<file path="config.mk">
export PLATFORM = sky130hd
export DESIGN_NAME = atids_outreg
export DESIGN_NICKNAME = d
export VERILOG_FILES = /design/src/atids_pkg.sv /design/src/atids_outreg.sv
export SDC_FILE = /design/constraint.sdc
export NUM_CORES = 1
export LEC_CHECK = 0
export ABC_AREA = 1
export BUFFER_PORTS_ARGS = -buffer_cell sky130_fd_sc_hd__buf_2
export CAP_MARGIN = 30
export CORE_AREA = 4 4 41 43
export DETAILED_ROUTE_END_ITERATION = 16
export DIE_AREA = 0 0 45 47
export PLACE_DENSITY = 0.72
export RECOVER_POWER = 50
export SLEW_MARGIN = 20
export SYNTH_ARGS = -nofsm -noshare
export SYNTH_HDL_FRONTEND = slang
export SYNTH_SLANG_ARGS = --single-unit
</file>
<file path="constraint.sdc">
create_clock -name clk -period 3.4 [get_ports clk]
set_input_delay 0.68 -clock clk [delete_from_list [all_inputs] [get_ports clk]]
set_output_delay 0.68 -clock clk [all_outputs]
set_load 0.03 [all_outputs]
</file>
<file path="src/atids_pkg.sv">
// Shared types and codes for the ordered table core.
// No dependencies.
package atids_pkg;

  localparam int IN_CMD_W  = 3;
  localparam int IN_POS_W  = 9;
  localparam int VAL_W     = 32;
  localparam int ST_W      = 2;
  localparam int OUT_CNT_W = 9;

  // command codes
  localparam logic [IN_CMD_W-1:0] CMD_INS_AT    = 3'd0;
  localparam logic [IN_CMD_W-1:0] CMD_INS_FRONT = 3'd1;
  localparam logic [IN_CMD_W-1:0] CMD_INS_BACK  = 3'd2;
  localparam logic [IN_CMD_W-1:0] CMD_DEL_AT    = 3'd3;
  localparam logic [IN_CMD_W-1:0] CMD_DEL_FRONT = 3'd4;
  localparam logic [IN_CMD_W-1:0] CMD_DEL_BACK  = 3'd5;
  localparam logic [IN_CMD_W-1:0] CMD_SEARCH    = 3'd6;

  // status codes
  localparam logic [ST_W-1:0] ST_OK    = 2'd0;
  localparam logic [ST_W-1:0] ST_EMPTY = 2'd1;
  localparam logic [ST_W-1:0] ST_RANGE = 2'd2;
  localparam logic [ST_W-1:0] ST_FULL  = 2'd3;

  typedef struct packed {
    logic [IN_CMD_W-1:0]     cmd;
    logic [IN_POS_W-1:0]     position;
    logic signed [VAL_W-1:0] value;
  } in_t;

  typedef struct packed {
    logic [ST_W-1:0]      status;
    logic                 found;
    logic                 appended_instead;
    logic [OUT_CNT_W-1:0] entries_now;
  } out_t;

endpackage

</file>
<file path="src/atids_outreg.sv">
// One-entry output register between the sequencer and the result channel.
// Depends on atids_pkg.
module atids_outreg (
  input  logic            clk,
  input  logic            rst,
  input  logic            res_valid,
  output logic            res_ready,
  input  atids_pkg::out_t res_data,
  output logic            out_valid,
  input  logic            out_ready,
  output atids_pkg::out_t out_data
);
  import atids_pkg::*;

  logic load;

  assign res_ready = !out_valid || out_ready;
  assign load      = res_valid && res_ready;

  always_ff @(posedge clk) begin
    if (rst) begin
      out_valid <= 1'b0;
    end else if (load) begin
      out_valid <= 1'b1;
    end else if (out_ready) begin
      out_valid <= 1'b0;
    end
  end

  always_ff @(posedge clk) begin
    if (load) begin
      out_data <= res_data;
    end
  end

endmodule

</file>
==> run_summary.xml <==
<?xml version="1.0" encoding="UTF-8"?>
<metrics>
  <group name="global_routing">
    <metric name="overflow" unit="">0</metric>
    <metric name="grt_antenna_before_repair" unit="">0</metric>
    <metric name="first_global_vias" unit="">284</metric>
    <metric name="gr-usage-all-layers" unit="%">9.45</metric>
    <metric name="pin_count_of_the_biggest_net_entering_global_routing" unit="">14</metric>
    <metric name="grt_first_pass_wirelength" unit="um">1280</metric>
  </group>
  <group name="clock_network">
    <metric name="clkTransAtPathRegs" unit="ns">0.08</metric>
    <metric name="insertion_delay_to_the_later_sink_of_the_worst_skew_pair" unit="ns">0.27</metric>
    <metric name="postCtsResizedCells" unit="">0</metric>
    <metric name="cts_tree" unit="">built</metric>
    <metric name="clockBufferDepth" unit="">2</metric>
    <metric name="clock_tree.htree_level_count" unit="">1</metric>
    <metric name="cts_inserted_buffers" unit="">3</metric>
    <metric name="cts_num_sinks" unit="">14</metric>
    <metric name="cts_hold_repair.buffers" unit="">0</metric>
    <metric name="post-cts-setup-buffer-count" unit="">0</metric>
    <metric name="cts_root_buffer" unit="">clkbuf_4</metric>
  </group>
  <group name="layout">
    <metric name="n_antenna_cell" unit="">0</metric>
    <metric name="area_added_between_synthesis_and_finish" unit="%">48.0</metric>
    <metric name="instances_no_fill" unit="">70</metric>
    <metric name="layout-drive-gt1-share" unit="%">65.5</metric>
    <metric name="fin_nets" unit="">73</metric>
  </group>
  <group name="worst_setup_path">
    <metric name="crit_type" unit="">in -&gt; out</metric>
    <metric name="path_buf_inv" unit="">3</metric>
    <metric name="crit_path_frequent_cell" unit="">buf_2</metric>
    <metric name="worstPathMaxFanout" unit="">2</metric>
    <metric name="timing.critical_path.from_type" unit="">input pin</metric>
    <metric name="cpMaxStageDelayCell" unit="">buf_2</metric>
    <metric name="sequence_of_cells_on_the_critical_path" unit="">buf_2 -&gt; inv_1 -&gt; nand2_2 -&gt; buf_2</metric>
    <metric name="critical-path-max-stage-delay" unit="ns">0.17</metric>
    <metric name="critical_path_s_top_delay_family" unit="">buffers and inverters</metric>
    <metric name="cp_data_required_time" unit="ns">2.72</metric>
    <metric name="cp-end-kind" unit="">output pin</metric>
    <metric name="arrival_time_at_the_worst_endpoint" unit="ns">1.07</metric>
  </group>
  <group name="sta">
    <metric name="rsz_0062_raised_after_global_routing" unit="">false</metric>
    <metric name="fmax" unit="MHz">572</metric>
    <metric name="tightestPinTransition" unit="ns">0.675</metric>
    <metric name="setup-tns-final" unit="ns">0</metric>
    <metric name="period_needed" unit="ns">1.75</metric>
    <metric name="report.final.setup_viol" unit="">0</metric>
    <metric name="final_hold_viol_count" unit="">0</metric>
    <metric name="slew_viol_final" unit="">0</metric>
    <metric name="min_period_over_period" unit="%">51.5</metric>
    <metric name="relSlewSlack" unit="%">55.0</metric>
    <metric name="timing.clock.skew" unit="ns">0.000934</metric>
  </group>
  <group name="pwr">
    <metric name="maximum_resistive_drop_on_vdd" unit="V">0.000228</metric>
    <metric name="power" unit="mW">0.362</metric>
    <metric name="power.density" unit="nW/um^2">559</metric>
    <metric name="total_leakage_power" unit="nW">0.293</metric>
  </group>
  <group name="detailed_routing">
    <metric name="highest-signal-layer" unit="">met3</metric>
    <metric name="detail_route.vias_per_cell" unit="">4.11</metric>
    <metric name="route.antenna.remaining_nets" unit="">0</metric>
    <metric name="detail_route.wirelength" unit="um">842</metric>
    <metric name="vias_after_detailed_routing" unit="">288</metric>
    <metric name="wl_met1" unit="um">364</metric>
    <metric name="firstDrtPassIters" unit="">1</metric>
    <metric name="drt_first_iter_violations" unit="">0</metric>
    <metric name="drc" unit="">0</metric>
    <metric name="met2_length" unit="um">384</metric>
    <metric name="met3_wirelength" unit="um">93</metric>
    <metric name="wire_per_inst" unit="um">12.0</metric>
  </group>
  <group name="logic_synthesis">
    <metric name="syn_area_per_cell" unit="um^2">23.0</metric>
    <metric name="number_of_flops_mapped_to_enable_cells_by_yosys" unit="">13</metric>
    <metric name="synth_most_common_cell" unit="">edfxtp_1</metric>
    <metric name="post_synthesis_cell_type_with_the_largest_combined_area" unit="">edfxtp_1</metric>
    <metric name="yosys.area.top_type_share" unit="%">89.1</metric>
    <metric name="netlist_top_cells_area" unit="">edfxtp_1 89%, dfxtp_1 4.6%, a21oi_2 2.0%, nand2_2 1.4%, a21oi_1 1.1%</metric>
    <metric name="post_synth_instance_area" unit="um^2">438</metric>
    <metric name="prevailing_post_synth_register_cell" unit="">edfxtp_1</metric>
    <metric name="asyncSetResetFlopFracSynth" unit="%">0</metric>
    <metric name="postSynthCellCount" unit="">19</metric>
    <metric name="seq_area_frac_synth" unit="%">93.7</metric>
    <metric name="synth_cell_type_count" unit="">7</metric>
    <metric name="yosys_warnings" unit="">0</metric>
    <metric name="ys_seq_elements" unit="">14</metric>
    <metric name="post_synthesis_net_count" unit="">36</metric>
  </group>
  <group name="place">
    <metric name="portBuffers" unit="">31</metric>
    <metric name="detailed_place_hpwl" unit="um">661</metric>
    <metric name="placedCellCount" unit="">66</metric>
    <metric name="globalplace.congestion" unit="">0.616</metric>
  </group>
  <group name="floorplanning">
    <metric name="die_width" unit="um">45</metric>
    <metric name="core" unit="um^2">1300</metric>
    <metric name="placementRows" unit="">13</metric>
    <metric name="initial_utilization" unit="%">33.7</metric>
    <metric name="die_y" unit="um">47</metric>
    <metric name="num_io_pins" unit="">32</metric>
    <metric name="die_area" unit="um^2">2120</metric>
  </group>
  <group name="min_path">
    <metric name="worstHoldPathType" unit="">reg -&gt; reg</metric>
  </group>
  <group name="run">
    <metric name="cap_viol_max_count" unit="">0</metric>
  </group>
  <group name="outcome">
    <metric name="outcome" unit="">complete, no violations</metric>
  </group>
</metrics>
==> metrics by stage <==
stage / hold slack, ns / worst slack, ns / util (%) / cell area [um^2]
2_1_floorplan: 0.734 / 1.61 / - / 438
3_5_place_dp: 0.482 / 1.66 / 47.6 / 619
6_report: 0.506 / 1.65 / 49.8 / 648
3_3_place_gp: 0.471 / 1.67 / 47.6 / 619
4_1_cts: 0.500 / 1.66 / 50.4 / 656
5_1_grt: 0.525 / 1.62 / 49.8 / 648
==> state kept, by name (all words and copies together), names as in the netlist <==
register and cells:
out_data 13, out_valid 1
==> placed cells by master (no fill, tap or decap) <==
master    netlist  routed
a21oi_1         1       2
buf_2           0      31
clkbuf_1        0       1
clkbuf_4        0       3
clkbuf_8        0       1
dfxtp_1         1       1
edfxtp_1       13      13
inv_1           1       2
nand2_2         1       1
==> final cells by class <==
| class | instances | area (um^2) |
|---|---|---|
| clock buffers | 4 | 36.3 |
| fillers | 128 | 653 |
| inverters | 2 | 7.51 |
| multi-input cells | 3 | 16.3 |
| flip-flops and latches | 14 | 410 |
| well taps | 15 | 18.8 |
| repair buffers | 32 | 159 |
==> routing by layer <==
metal  GRT usage [%]  vias up
met5               0        -
li1                -      143
met1            11.4      127
met4            7.02        0
met2            11.6       18
met3            6.51        0
==> final timing paths <==
path	startpoint	end	slack, ns	cells past startpoint
min reg2reg	out_valid	out_valid	0.51	2
max	out_ready	res_ready	1.65	4
max reg2reg	out_valid	out_data[5]	2.03	2
min	out_valid	out_valid	0.51	2
==> kinds of logic (layout without fill, tap and decap cells) <==
group	Yosys count	in the layout	synth area share (%)
flops	14	14	93.7
simple gates	1	1	1.43
compound gates	2	2	3.14
buf+inv	2	38	1.71
==> report_power, final <==
| group | switching, mW | internal [mW] | leakage, nW |
|---|---|---|---|
| logic | 0.0312 | 0.0141 | 0.138 |
| clock network | 0.0495 | 0.0650 | 0.0210 |
| registers | 0.00263 | 0.200 | 0.134 |
==> tightest hold or removal path, cell delays in order (launching register included) <==
cell	delay, ns
dfxtp_1	0.34
nand2_2	0.08
a21oi_1	0.05
No activity file was read; power rests on OpenSTA's default activity.
